`src/rtl/wsd_pkg.sv`:
```
// Package for the WebSocket frame deframer: shared types, constants and helpers.
// Used by the parser, queue, output stage and top level; depends on nothing.
package wsd_pkg;

    // Largest extended-length field taken for length code 127.
    localparam int WSD_MAX_LEN_BYTES = 8;

    // Depth of the queue between the parser and the output stage.
    localparam int QDEPTH = 4;
    localparam int QPTR_W = $clog2(QDEPTH);
    localparam int QCNT_W = $clog2(QDEPTH + 1);

    // Header length codes: the code that selects the 16-bit extended length field, and the largest direct length.
    localparam logic [6:0] LEN_CODE_16 = 7'd126;
    localparam logic [6:0] LEN_CODE_MAX = 7'd125;

    // Frame type codes on the output.
    typedef enum logic [2:0] {
        FT_CONT   = 3'd0,
        FT_TEXT   = 3'd1,
        FT_BINARY = 3'd2,
        FT_CLOSE  = 3'd3,
        FT_PING   = 3'd4,
        FT_PONG   = 3'd5,
        FT_ERROR  = 3'd6
    } t_ftype;

    // Opcodes from the low nibble of the first header byte.
    localparam logic [3:0] OP_CONT   = 4'h0;
    localparam logic [3:0] OP_TEXT   = 4'h1;
    localparam logic [3:0] OP_BINARY = 4'h2;
    localparam logic [3:0] OP_CLOSE  = 4'h8;
    localparam logic [3:0] OP_PING   = 4'h9;
    localparam logic [3:0] OP_PONG   = 4'hA;

    // Upper nibble value for FIN set with all reserved bits clear.
    localparam logic [3:0] FIN_ONLY = 4'h8;

    // One classified word travelling from the parser to the output stage.
    typedef struct packed {
        logic [7:0] data;      // raw payload byte, zero for an empty frame
        logic [7:0] key;       // mask key byte to apply
        logic       has_data;
        t_ftype     ftype;
        logic       fin;
        logic       last;
    } t_item;

    // Map an opcode to its frame type.
    function automatic t_ftype opcode_type(input logic [3:0] op);
        t_ftype ft;
        unique case (op)
            OP_CONT:   ft = FT_CONT;
            OP_TEXT:   ft = FT_TEXT;
            OP_BINARY: ft = FT_BINARY;
            OP_CLOSE:  ft = FT_CLOSE;
            OP_PING:   ft = FT_PING;
            OP_PONG:   ft = FT_PONG;
            default:   ft = FT_ERROR;
        endcase
        return ft;
    endfunction

endpackage

```
`src/rtl/wsd_front.sv`:
```
// Frame parser: walks the header, length and key bytes and classifies payload words.
// Depends on wsd_pkg for the item type and the opcode map.
module wsd_front #(
    parameter int MAX_LEN_BYTES = wsd_pkg::WSD_MAX_LEN_BYTES
) (
    input  logic          i_clk,
    input  logic          i_rst_n,
    input  logic          i_accept,
    input  logic [7:0]    i_byte,
    output logic          o_push,
    output wsd_pkg::t_item o_item
);

    // Parser phases, one-hot.
    typedef enum logic [4:0] {
        PH_HDR0    = 5'b00001,
        PH_HDR1    = 5'b00010,
        PH_EXTLEN  = 5'b00100,
        PH_KEY     = 5'b01000,
        PH_PAYLOAD = 5'b10000
    } t_phase;

    t_phase      r_phase, n_phase;
    logic [7:0]  r_hdr0, n_hdr0;
    logic        r_mask, n_mask;
    logic [63:0] r_remain, n_remain;
    logic [63:0] r_len, n_len;
    logic [31:0] r_key, n_key;
    logic [1:0]  r_kpos, n_kpos;

    logic        push;
    logic        last;
    logic        has_data;
    logic [7:0]  key_byte;
    logic [63:0] len_cand;
    logic        mask_cand;
    logic        hdr_done;
    logic        remain_one;

    assign remain_one = (r_remain == 64'd1);

    // Key byte for the current payload index; the first key byte sits on top.
    always_comb begin
        unique case (r_kpos)
            2'd0:    key_byte = r_key[31:24];
            2'd1:    key_byte = r_key[23:16];
            2'd2:    key_byte = r_key[15:8];
            default: key_byte = r_key[7:0];
        endcase
    end

    // Next-state logic for one accepted byte.
    always_comb begin
        n_phase   = r_phase;
        n_hdr0    = r_hdr0;
        n_mask    = r_mask;
        n_remain  = r_remain;
        n_len     = r_len;
        n_key     = r_key;
        n_kpos    = r_kpos;
        push      = 1'b0;
        last      = 1'b0;
        has_data  = 1'b0;
        len_cand  = r_len;
        mask_cand = r_mask;
        hdr_done  = 1'b0;

        unique case (r_phase)
            PH_HDR1: begin
                n_mask    = i_byte[7];
                mask_cand = i_byte[7];
                n_key     = '0;
                if (i_byte[6:0] <= wsd_pkg::LEN_CODE_MAX) begin
                    len_cand = {57'd0, i_byte[6:0]};
                    n_len    = len_cand;
                    hdr_done = 1'b1;
                end else begin
                    n_len    = '0;
                    n_remain = (i_byte[6:0] == wsd_pkg::LEN_CODE_16) ? 64'd2
                                                                   : 64'(MAX_LEN_BYTES);
                    n_phase  = PH_EXTLEN;
                end
            end
            PH_EXTLEN: begin
                len_cand = {r_len[55:0], i_byte};
                n_len    = len_cand;
                n_remain = r_remain - 64'd1;
                hdr_done = remain_one;
            end
            PH_KEY: begin
                n_key    = {r_key[23:0], i_byte};
                n_remain = r_remain - 64'd1;
                if (remain_one) begin
                    // Key complete: the length is already held.
                    mask_cand = 1'b0;
                    hdr_done  = 1'b1;
                end
            end
            PH_PAYLOAD: begin
                n_kpos   = r_kpos + 2'd1;
                n_remain = r_remain - 64'd1;
                push     = 1'b1;
                has_data = 1'b1;
                last     = remain_one;
                if (remain_one) begin
                    n_phase = PH_HDR0;
                end
            end
            default: begin
                n_hdr0  = i_byte;
                n_phase = PH_HDR1;
            end
        endcase

        // Header done: read key if masked, else start payload or push an empty word.
        if (hdr_done) begin
            if (mask_cand) begin
                n_remain = 64'd4;
                n_phase  = PH_KEY;
            end else begin
                n_kpos = '0;
                if (len_cand == 64'd0) begin
                    n_remain = '0;
                    n_phase  = PH_HDR0;
                    push     = 1'b1;
                    last     = 1'b1;
                end else begin
                    n_remain = len_cand;
                    n_phase  = PH_PAYLOAD;
                end
            end
        end
    end

    // State registers advance only on an accepted byte.
    always_ff @(posedge i_clk) begin
        if (!i_rst_n) begin
            r_phase  <= PH_HDR0;
            r_hdr0   <= '0;
            r_mask   <= 1'b0;
            r_remain <= '0;
            r_len    <= '0;
            r_key    <= '0;
            r_kpos   <= '0;
        end else if (i_accept) begin
            r_phase  <= n_phase;
            r_hdr0   <= n_hdr0;
            r_mask   <= n_mask;
            r_remain <= n_remain;
            r_len    <= n_len;
            r_key    <= n_key;
            r_kpos   <= n_kpos;
        end
    end

    // Classified word for the queue.
    assign o_push          = i_accept & push;
    assign o_item.data     = has_data ? i_byte : 8'd0;
    assign o_item.key      = has_data ? key_byte : 8'd0;
    assign o_item.has_data = has_data;
    assign o_item.ftype    = wsd_pkg::opcode_type(r_hdr0[3:0]);
    assign o_item.fin      = (r_hdr0[7:4] == wsd_pkg::FIN_ONLY);
    assign o_item.last     = last;

endmodule

```
`src/rtl/wsd_queue.sv`:
```
// Short queue of classified words between the parser and the output stage.
// Depends on wsd_pkg for the item type and the queue depth.
module wsd_queue (
    input  logic           i_clk,
    input  logic           i_rst_n,
    input  logic           i_push,
    input  wsd_pkg::t_item i_item,
    input  logic           i_pop,
    output logic           o_full,
    output logic           o_empty,
    output wsd_pkg::t_item o_item
);

    wsd_pkg::t_item                 r_mem [wsd_pkg::QDEPTH];
    logic [wsd_pkg::QPTR_W-1:0]     r_wptr, r_rptr;
    logic [wsd_pkg::QCNT_W-1:0]     r_count, n_count;

    assign o_full  = (r_count == wsd_pkg::QCNT_W'(wsd_pkg::QDEPTH));
    assign o_empty = (r_count == '0);
    assign o_item  = r_mem[r_rptr];

    // Occupancy follows pushes and pops.
    always_comb begin
        n_count = r_count;
        if (i_push && !i_pop) begin
            n_count = r_count + 1'b1;
        end else if (!i_push && i_pop) begin
            n_count = r_count - 1'b1;
        end
    end

    // Pointers and count.
    always_ff @(posedge i_clk) begin
        if (!i_rst_n) begin
            r_wptr  <= '0;
            r_rptr  <= '0;
            r_count <= '0;
        end else begin
            r_count <= n_count;
            if (i_push) begin
                r_wptr <= r_wptr + 1'b1;
            end
            if (i_pop) begin
                r_rptr <= r_rptr + 1'b1;
            end
        end
    end

    // Storage.
    always_ff @(posedge i_clk) begin
        if (i_push) begin
            r_mem[r_wptr] <= i_item;
        end
    end

endmodule

```
`src/rtl/wsd_back.sv`:
```
// Output stage: unmasks the queued word and holds it on the result channel.
// Depends on wsd_pkg for the item type.
module wsd_back (
    input  logic           i_clk,
    input  logic           i_rst_n,
    input  logic           i_empty,
    input  wsd_pkg::t_item i_item,
    output logic           o_pop,
    output logic           o_valid,
    input  logic           i_ready,
    output logic [7:0]     o_data,
    output logic [4:0]     o_user,
    output logic           o_last
);

    logic       r_valid;
    logic [7:0] r_data;
    logic [4:0] r_user;
    logic       r_last;

    // Load a new word when the register is free or being taken.
    assign o_pop = !i_empty && (!r_valid || i_ready);

    always_ff @(posedge i_clk) begin
        if (!i_rst_n) begin
            r_valid <= 1'b0;
        end else if (o_pop) begin
            r_valid <= 1'b1;
        end else if (i_ready) begin
            r_valid <= 1'b0;
        end
    end

    // Payload: unmask and pack the flags.
    always_ff @(posedge i_clk) begin
        if (o_pop) begin
            r_data <= i_item.data ^ i_item.key;
            r_user <= {i_item.fin, i_item.ftype, i_item.has_data};
            r_last <= i_item.last;
        end
    end

    assign o_valid = r_valid;
    assign o_data  = r_data;
    assign o_user  = r_user;
    assign o_last  = r_last;

endmodule

```
`src/rtl/websocket_frame_deframer.sv`:
```
// WebSocket frame deframer top level: parser, queue and output stage.
// Depends on wsd_pkg, wsd_front, wsd_queue and wsd_back.
//
//  channel  | dir | handshake                     | payload
//  ---------+-----+-------------------------------+--------------------------------------
//  s_axis   | in  | i_s_axis_tvalid/o_s_axis_tready | tdata[7:0] stream byte
//  m_axis   | out | o_m_axis_tvalid/i_m_axis_tready | tdata payload byte, tuser flags, tlast
//
// One stream byte is taken every cycle while the four-word queue has room.
// A result passes from its byte through the queue and then the output register.
// The parser tracks the frame length in a 64-bit counter.
// Reset is synchronous and active low; it returns the parser to the first header byte.
// A stalled output fills the queue, after which the input is held off.
module websocket_frame_deframer #(
    parameter int MAX_LEN_BYTES = wsd_pkg::WSD_MAX_LEN_BYTES
) (
    input  logic       i_clk,
    input  logic       i_rst_n,
    input  logic       i_s_axis_tvalid,
    output logic       o_s_axis_tready,
    input  logic [7:0] i_s_axis_tdata,   // [7:0] stream_byte
    output logic       o_m_axis_tvalid,
    input  logic       i_m_axis_tready,
    output logic [7:0] o_m_axis_tdata,   // [7:0] payload_byte
    output logic [4:0] o_m_axis_tuser,   // [0] has_data, [3:1] frame_type, [4] final_fragment
    output logic       o_m_axis_tlast    // last_of_frame
);

    logic           accept;
    logic           push;
    logic           pop;
    logic           full;
    logic           empty;
    wsd_pkg::t_item front_item;
    wsd_pkg::t_item head_item;

    assign o_s_axis_tready = !full;
    assign accept          = i_s_axis_tvalid && !full;

    wsd_front #(
        .MAX_LEN_BYTES(MAX_LEN_BYTES)
    ) u_front (
        .i_clk    (i_clk),
        .i_rst_n  (i_rst_n),
        .i_accept (accept),
        .i_byte   (i_s_axis_tdata),
        .o_push   (push),
        .o_item   (front_item)
    );

    wsd_queue u_queue (
        .i_clk   (i_clk),
        .i_rst_n (i_rst_n),
        .i_push  (push),
        .i_item  (front_item),
        .i_pop   (pop),
        .o_full  (full),
        .o_empty (empty),
        .o_item  (head_item)
    );

    wsd_back u_back (
        .i_clk   (i_clk),
        .i_rst_n (i_rst_n),
        .i_empty (empty),
        .i_item  (head_item),
        .o_pop   (pop),
        .o_valid (o_m_axis_tvalid),
        .i_ready (i_m_axis_tready),
        .o_data  (o_m_axis_tdata),
        .o_user  (o_m_axis_tuser),
        .o_last  (o_m_axis_tlast)
    );

endmodule

```
`config.mk`:
```
export PLATFORM = sky130hd
export DESIGN_NAME = websocket_frame_deframer
export DESIGN_NICKNAME = d
export VERILOG_FILES = /design/src/rtl/wsd_pkg.sv /design/src/rtl/wsd_front.sv /design/src/rtl/wsd_queue.sv /design/src/rtl/wsd_back.sv /design/src/rtl/websocket_frame_deframer.sv
export SDC_FILE = /design/constraint.sdc
export NUM_CORES = 1
export LEC_CHECK = 0
export ABC_AREA = 1
export BUFFER_PORTS_ARGS = -buffer_cell sky130_fd_sc_hd__buf_4
export CAP_MARGIN = 0
export CELL_PAD_IN_SITES_DETAIL_PLACEMENT = 0
export CELL_PAD_IN_SITES_GLOBAL_PLACEMENT = 1
export CORE_ASPECT_RATIO = 2
export CORE_MARGIN = 2
export CORE_UTILIZATION = 29
export CTS_CLUSTER_DIAMETER = 80
export DETAILED_ROUTE_END_ITERATION = 16
export GPL_TIMING_DRIVEN = 0
export PLACE_DENSITY_LB_ADDON = 0.1
export SETUP_SLACK_MARGIN = 0.2
export SLEW_MARGIN = 20
export SYNTH_ARGS = -nofsm -noshare
export SYNTH_HDL_FRONTEND = slang
export SYNTH_SLANG_ARGS = --single-unit
```
`constraint.sdc`:
```
create_clock -name i_clk -period 9.8 [get_ports i_clk]
set_input_delay 0.49 -clock i_clk [delete_from_list [all_inputs] [get_ports i_clk]]
set_output_delay 0.49 -clock i_clk [all_outputs]
set_load 0.02 [all_outputs]
```
=== Yosys cells after proc, flatten, opt, wreduce, memory -nomap -nowiden ===
Memories as Yosys holds them, arrays and structs flattened. A register that Yosys moved wholly into a read port is not among the register bits.
Index checks and enable logic that the tools add are counted.

* Add/sub/neg operators: 6
* $mul: 0
* Div/mod/pow operators: 0
* $lt $le $gt $ge: 1
* Equality and inequality tests: 18
* Shifts and indexed selects: 0
* Multiplexer cells: 45
* Bitwise gates (word level): 3
* Reductions and logical operators: 28

{| class="wikitable"
|+ Operators by type and width
! operator !! number
|-
| 64-bit one-hot mux with 2 select lines || 3
|-
| 64-bit two-way mux || 5
|-
| 64-bit by 1-bit == test with 1-bit output (second input constant) || 1
|-
| 64-bit zero test || 1
|-
| 32-bit one-hot mux with 2 select lines || 1
|-
| 64-bit by 1-bit subtractor with 64-bit output (second input constant) || 1
|-
| 5-bit two-way mux || 5
|-
| 8-bit one-hot mux with 3 select lines || 1
|-
| 3-bit one-hot mux with 6 select lines || 1
|-
| 4-bit == test (second input constant) || 4
|-
| 8-bit two-way mux || 2
|-
| 1-bit two-way mux || 15
|-
| 5-bit one-hot mux with 3 select lines || 1
|-
| 2-bit two-way mux || 5
|-
| 2-bit AND reduction || 4
|-
| 2-bit nonzero test || 4
|-
| 8-bit bitwise XOR || 1
|-
| 7-bit == test (second input constant) || 1
|-
| 7-bit <= comparator (second input constant) || 1
|-
| 7-bit two-way mux || 1
|-
| 2-bit by 1-bit adder with 2-bit output (second input constant) || 3
|-
| 3-bit two-way mux || 2
|-
| 5-bit by 2-bit == test with 1-bit output (second input constant) || 1
|-
| 5-bit by 3-bit == test with 1-bit output (second input constant) || 1
|-
| other kinds (29) || 36
|}

* Register bits after elaboration: 198
* Bits in latches: 0
* RAM bits: 88
* Bits in read-only memories: 0
* Bits of input ports: 12
* Output and inout bits: 16
* Word-level logic and storage cells: 116
* Memories: 1

{| class="wikitable"
|+ Memories
! memory !! words !! width !! rd ports !! clocked after Yosys merged registers in !! wr ports !! RTL line !! source
|-
| u_queue.r_mem || 4 || 22 || 1 || 1 || 1 || wsd_queue.sv:14 || <nowiki>wsd_pkg::t_item r_mem [wsd_pkg::QDEPTH];</nowiki>
|}

=== Depth between registers and ports, before layout ===
* Depth in word-level cells: 12
* Mapped depth: 22
* Gate-level depth less buffers: 21

=== Modules after synthesis ===
From an unflattened synthesis, not the netlist that was laid out.

* Cells, all modules: 2040
* Area, all modules: 15070.7 sq um

{| class="wikitable"
|+ Modules (own cells, without submodules)
! module !! instances !! cells an instance !! area each (sq um) !! sequential area each (sq um)
|-
| wsd_front || 1 || 1738 || 10781.6 || 3523.4
|-
| wsd_queue || 1 || 271 || 3737.3 || 2822.7
|-
| wsd_back || 1 || 28 || 538.0 || 440.4
|-
| websocket_frame_deframer || 1 || 3 || 13.8 || 0.0
|}

=== Least setup slack after synthesis ===
OpenSTA, ideal clock, no wires.

* Path type: input to register
* Start: input port i_s_axis_tdata[4]
* End: memory u_queue.r_mem[0][0] in the netlist's numbering (enable)
* Setup time: 0.401 ns
* Arrival: 2.766 ns
* Data required time: 9.399 ns
* Setup slack: 6.633 ns
* Stages: 17
* Path buffers: 1
* Path through: nand2_1 nor2_1 nand2_1 nand2_4 nand2_1 buf_4 nand2_1 nand2_1 nor2_1 nand2_1 nor2_1 nand2_1 nor2_2 nand3_1 nand2_1 inv_2 nor2_1

* Longest elaborated chain between the ends: 10
* Elaborated cells between the ends (all ways): 12
* Those cells by class: 1 x order compare; 9 x mux; 1 x bitwise; 1 x reduce/logical

{| class="wikitable"
|+ RTL lines
! element !! RTL line !! source
|-
| from (decl) || websocket_frame_deframer.sv:21 || <nowiki>input logic [7:0] i_s_axis_tdata,</nowiki>
|-
| 7-bit <= comparator || wsd_front.sv:73 || <nowiki>if (i_byte[6:0] <= wsd_pkg::LEN_CODE_MAX) begin</nowiki>
|-
| 64-bit two-way mux || wsd_front.sv:73 ||
|-
| 64-bit one-hot mux with 2 select lines || wsd_front.sv:68 || <nowiki>unique case (r_phase)</nowiki>
|-
| 64-bit zero test || wsd_front.sv:122 || <nowiki>if (len_cand == 64'd0) begin</nowiki>
|-
| 1-bit two-way mux || wsd_front.sv:122 ||
|-
| 1-bit two-way mux || wsd_front.sv:117 || <nowiki>if (mask_cand) begin</nowiki>
|-
| 1-bit two-way mux * || wsd_front.sv:116 || <nowiki>if (hdr_done) begin</nowiki>
|-
| 1-bit AND * || wsd_front.sv:157 || <nowiki>assign o_push = i_accept & push;</nowiki>
|-
| net push || websocket_frame_deframer.sv:30 || <nowiki>logic push;</nowiki>
|-
| 1-bit two-way mux * || wsd_queue.sv:51 || <nowiki>if (i_push) begin</nowiki>
|-
| 1-bit two-way mux (not written as such) * || wsd_queue.sv:52 || <nowiki>r_mem[r_wptr] <= i_item;</nowiki>
|-
| to (decl) || wsd_queue.sv:14 ||
|}

Mark *: on every way through the listed nets, which the timed path passes. The rest lies on a longest branch.

=== Worst setup path after layout ===
* Start: register u_front.r_phase[2]
* End: register u_queue.r_count[2] in the netlist's numbering

* Longest elaborated chain between the ends: 10
* Elaborated cells between the ends (all ways): 18
* Those cells by class: 4 x eq/ne; 8 x mux; 1 x bitwise; 5 x reduce/logical

{| class="wikitable"
|+ RTL lines
! element !! RTL line !! source
|-
| from (decl) || wsd_front.sv:23 || <nowiki>t_phase r_phase, n_phase;</nowiki>
|-
| from (signal assigned) || wsd_front.sv:146 || <nowiki>r_phase <= n_phase;</nowiki>
|-
| 5-bit by 3-bit == test with 1-bit output / 5-bit by 2-bit == test with 1-bit output (equally long branches) || wsd_front.sv:68 ||
|-
| 64-bit one-hot mux with 2 select lines || wsd_front.sv:68 ||
|-
| 64-bit zero test || wsd_front.sv:122 ||
|-
| 1-bit two-way mux || wsd_front.sv:122 ||
|-
| 1-bit two-way mux || wsd_front.sv:117 ||
|-
| 1-bit two-way mux * || wsd_front.sv:116 ||
|-
| 1-bit AND * || wsd_front.sv:157 ||
|-
| net push || websocket_frame_deframer.sv:30 ||
|-
| 1-bit zero test || wsd_queue.sv:27 || <nowiki>end else if (!i_push && i_pop) begin</nowiki>
|-
| 1-bit logical AND || wsd_queue.sv:27 ||
|-
| 2-bit nonzero test (no source line) || n/a ||
|-
| to (signal assigned) || wsd_queue.sv:39 || <nowiki>r_count <= n_count;</nowiki>
|-
| to (decl) || wsd_queue.sv:16 || <nowiki>logic [wsd_pkg::QCNT_W-1:0] r_count, n_count;</nowiki>
|}

Marked as above.
A chain may end at the register's enable or synchronous reset.

==> results_dict.tcl <==
set metrics [dict create \
    status "complete, no violations" \
    cp_data_arrival_time_ns 4.27 \
    post_cts_buffers 0 \
    final.period_utilization_pct 38.73 \
    syn_inst 1938 \
    ctsHoldBuffers 0 \
    hold_viol_final 0 \
    syn_area_per_cell_sq_um 7.491 \
    clk_latency_ns 0.59 \
    start_kind "flip-flop" \
    holdPathStages 3 \
    antenna_found_initial 0 \
    synthesis.nets 1962 \
    synth_top_area_share_pct 25.65 \
    worst_hold_path_type "in2reg" \
    final.setup.worst_slack_ns 6.004 \
    regToRegStartpoint "u_front.r_phase[2]" \
    slew_viol_final 0 \
    syn_area_sq_um 14520 \
    clk_pin_slew_worst_paths_ns 0.07 \
    post-route-min-period_ns 3.796 \
    setup_tns_ns 0 \
    wirelength_um 61370 \
    cp_cell_sequence "inv_1 > nor2_1 > nand3_2 > buf_4 > buf_2 > nand3_1 > o21ai_0 > nor2_1 > nand2_1 > nor2_1 > nand2_1 > nor2_1 > nand3_1 > nand2_1 > ha_1 > inv_1 > fa_1 > a21oi_1 > o21ai_0 > o21ai_0 > a21oi_1" \
    timing.fmax_mhz 263.4 \
    cellPowerDensity_nw_per_um2 242.4 \
    ff2ff_setup_slack_ns 6.00 \
    grt_usage_pct 23.34 \
    worstSetupEndpoint "u_queue.r_count[2]" \
    cts_buffer_depth 3 \
    clock_skew_ns 0.01228 \
    tightest_slew_ns 1.071 \
    total_power_mw 4.014 \
    yosysTopAreaCell "dfxtp_1" \
    yosysUniqueCellTypes 40 \
    path_class "reg2reg" \
    vias 13574 \
    cts-root-buf "clkbuf_16" \
    die-area_sq_um 51980 \
    synth-seq-cells 288 \
    drive_gt1_share_pct 7.369 \
    path_max_fanout 10 \
    post_cts_resized 0 \
    rr_endpoint "u_queue.r_count[2]" \
    max_cap_violations 0 \
    dp_slack_ns 5.922 \
    cts_htree_levels 1 \
    drc_errors 0 \
    cts.sinks 288 \
    critical-path-max-stage-delay_ns 0.37 \
    area_growth_pct 14.09 \
    row_count 116 \
    crit_path_start "u_front.r_phase[2]" \
    p_leak_nw 6.320 \
    floorplan.initialDensity_pct 29.16 \
    synth.area.top_cells "dfxtp_1 26%, edfxtp_1 21%, nand2_1 11%" \
    fill_cells 5420 \
    required_ns 10.27 \
    drtIter0Drc 1158 \
    dp_hpwl_um 47910 \
    slew_headroom_pct 28.31 \
    grt_overflow 0 \
    ios 28 \
    gp_congestion 0.8884 \
    final_nets 2024 \
    cts_tree "done" \
    io_buffers 27 \
    dr.pass1.iters 6 \
    multiInputGateArea_sq_um 6930 \
    register_area_sq_um 6787 \
    grt_pass1_wl_um 87880 \
    grt_pass1_vias 13121 \
    core_area_sq_um 49780 \
    instances_no_fill 2671 \
    finalSetupViolCount 0 \
    ant_nets 0 \
    yosysWarnings 0 \
    die_height_um 320.4 \
    ir_drop_mv 0.1249 \
    slowest_stage "fa_1" \
    rr_worst_depth 21 \
    cpMostUsedCell "nor2_1" \
    wl_per_cell_um 22.97 \
    ys_seq_area_share_pct 46.75 \
    numCtsBuffers 29 \
    rsz0062_at_grt "false" \
    antennaDiodeCount 0 \
    grt_max_degree 20 \
    placedCellCount 2618 \
    routed_via_density 5.082 \
    dieWidth_um 162.2 \
    worstSetupEndpointType "flip-flop" \
]
[metrics by stage]
step	hold slack, ns	util, %	cell area, sq um
global placement	0.4501	31.20	15530
detailed placement	0.4558	31.50	15680
finish	0.2105	33.27	16560
CTS	0.1877	33.27	16560
floorplan	0.4306	-	14520
global route	0.2084	33.27	16560
[Yosys cell counts (all sizes together)]
master  count
clkinv      3
nand2     429
nor3b       1
nor4b       1
nand4      13
o211ai      1
nor2      292
a21o        1
edfxtp    102
inv        86
xnor2      20
fa          1
buf        41
nand3b      1
a31oi      25
dfxtp     186
nor4        7
xor2       36
a21oi     202
o21bai      4
or2         6
ha         11
o21ai     148
nand3     207
o22ai      23
a211oi      8
clkbuf     71
nor3       10
a21boi      1
a31o        1
[worst min path at each step]
stage	slack, ns	start	to
floorplan	0.43	u_front.r_hdr0[7]	u_front.r_hdr0[7]
global placement	0.45	u_front.r_key[28]	u_front.r_key[28]
detailed placement	0.46	u_front.r_len[8]	u_front.r_len[8]
CTS	0.19	i_s_axis_tdata[1]	u_front.r_key[1]
global route	0.21	i_s_axis_tdata[1]	u_front.r_key[1]
finish	0.21	i_s_axis_tdata[1]	u_front.r_key[1]
[cell usage in the layout (no fill, tap or decap), drive strengths merged, types with 4 or more instances in the layout]
cell type / count
a211oi: 8
a21oi: 202
a31oi: 25
buf: 72
clkbuf: 116
clkinv: 10
dfxtp: 186
edfxtp: 102
ha: 11
inv: 87
nand2: 429
nand3: 207
nand4: 13
nor2: 292
nor3: 10
nor4: 7
o21ai: 148
o21bai: 4
o22ai: 23
or2: 6
xnor2: 20
xor2: 36
[critical path, delay by kind of cell (launching register included)]
kind / cells / cell delay [ns]
AOI/OAI and AO/OA: 5 / 0.63
adders and majority gates: 2 / 0.54
buffers and inverters: 4 / 0.60
DFF: 1 / 0.35
and+or+nand+nor: 10 / 1.57
[metal layers]
layer  share of wire [%]  routed length [um]  global-route usage [%]
met2                  56               34480                   46.43
met4                 8.0                4930                   16.28
met1                  33               20230                   21.96
met3                 2.8                1718                   1.746
met5                   0                   0                       0
[registers in the layout, summed over array words and instances, names as in the netlist, named ones only]
name / count
u_front.r_len: 64
u_front.r_mask: 1
u_queue.r_mem: 88
u_front.r_hdr0: 8
u_front.r_phase: 5
u_queue.r_count: 3
u_front.r_kpos: 2
u_queue.r_rptr: 2
u_front.r_remain: 64
u_front.r_key: 32
u_back.o_last: 1
u_back.o_user: 5
u_queue.r_wptr: 2
u_back.o_valid: 1
u_back.o_data: 8
[cells by family after synthesis]
group | count (synthesis) | synth area share (%)
flops | 288 | 46.75
buf+inv | 201 | 5.826
simple gates | 967 | 27.99
xor+xnor | 56 | 3.378
fa+ha+maj | 12 | 1.086
compound gates | 414 | 14.97
[report_power, final]
part / leakage, nW / internal (mW) / switching (mW)
sequential: 2.41 / 1.36 / 0.0611
combinational: 3.48 / 0.473 / 1.04
clock: 0.439 / 0.585 / 0.496
[area by class of cell]
| type | instances | share of cell area [%] |
|---|---|---|
| Buffer | 112 | 3.090 |
| Timing Repair Buffer | 31 | 1.843 |
| Clock inverter | 8 | 0.2795 |
| Multi-Input combinational cell | 1449 | 41.84 |
| Inverter | 89 | 2.017 |
| Tap cell | 649 | 4.903 |
| Clock buffer | 45 | 5.054 |
| Sequential cell | 288 | 40.97 |
Note: power is estimated with default switching activity, not from simulation.
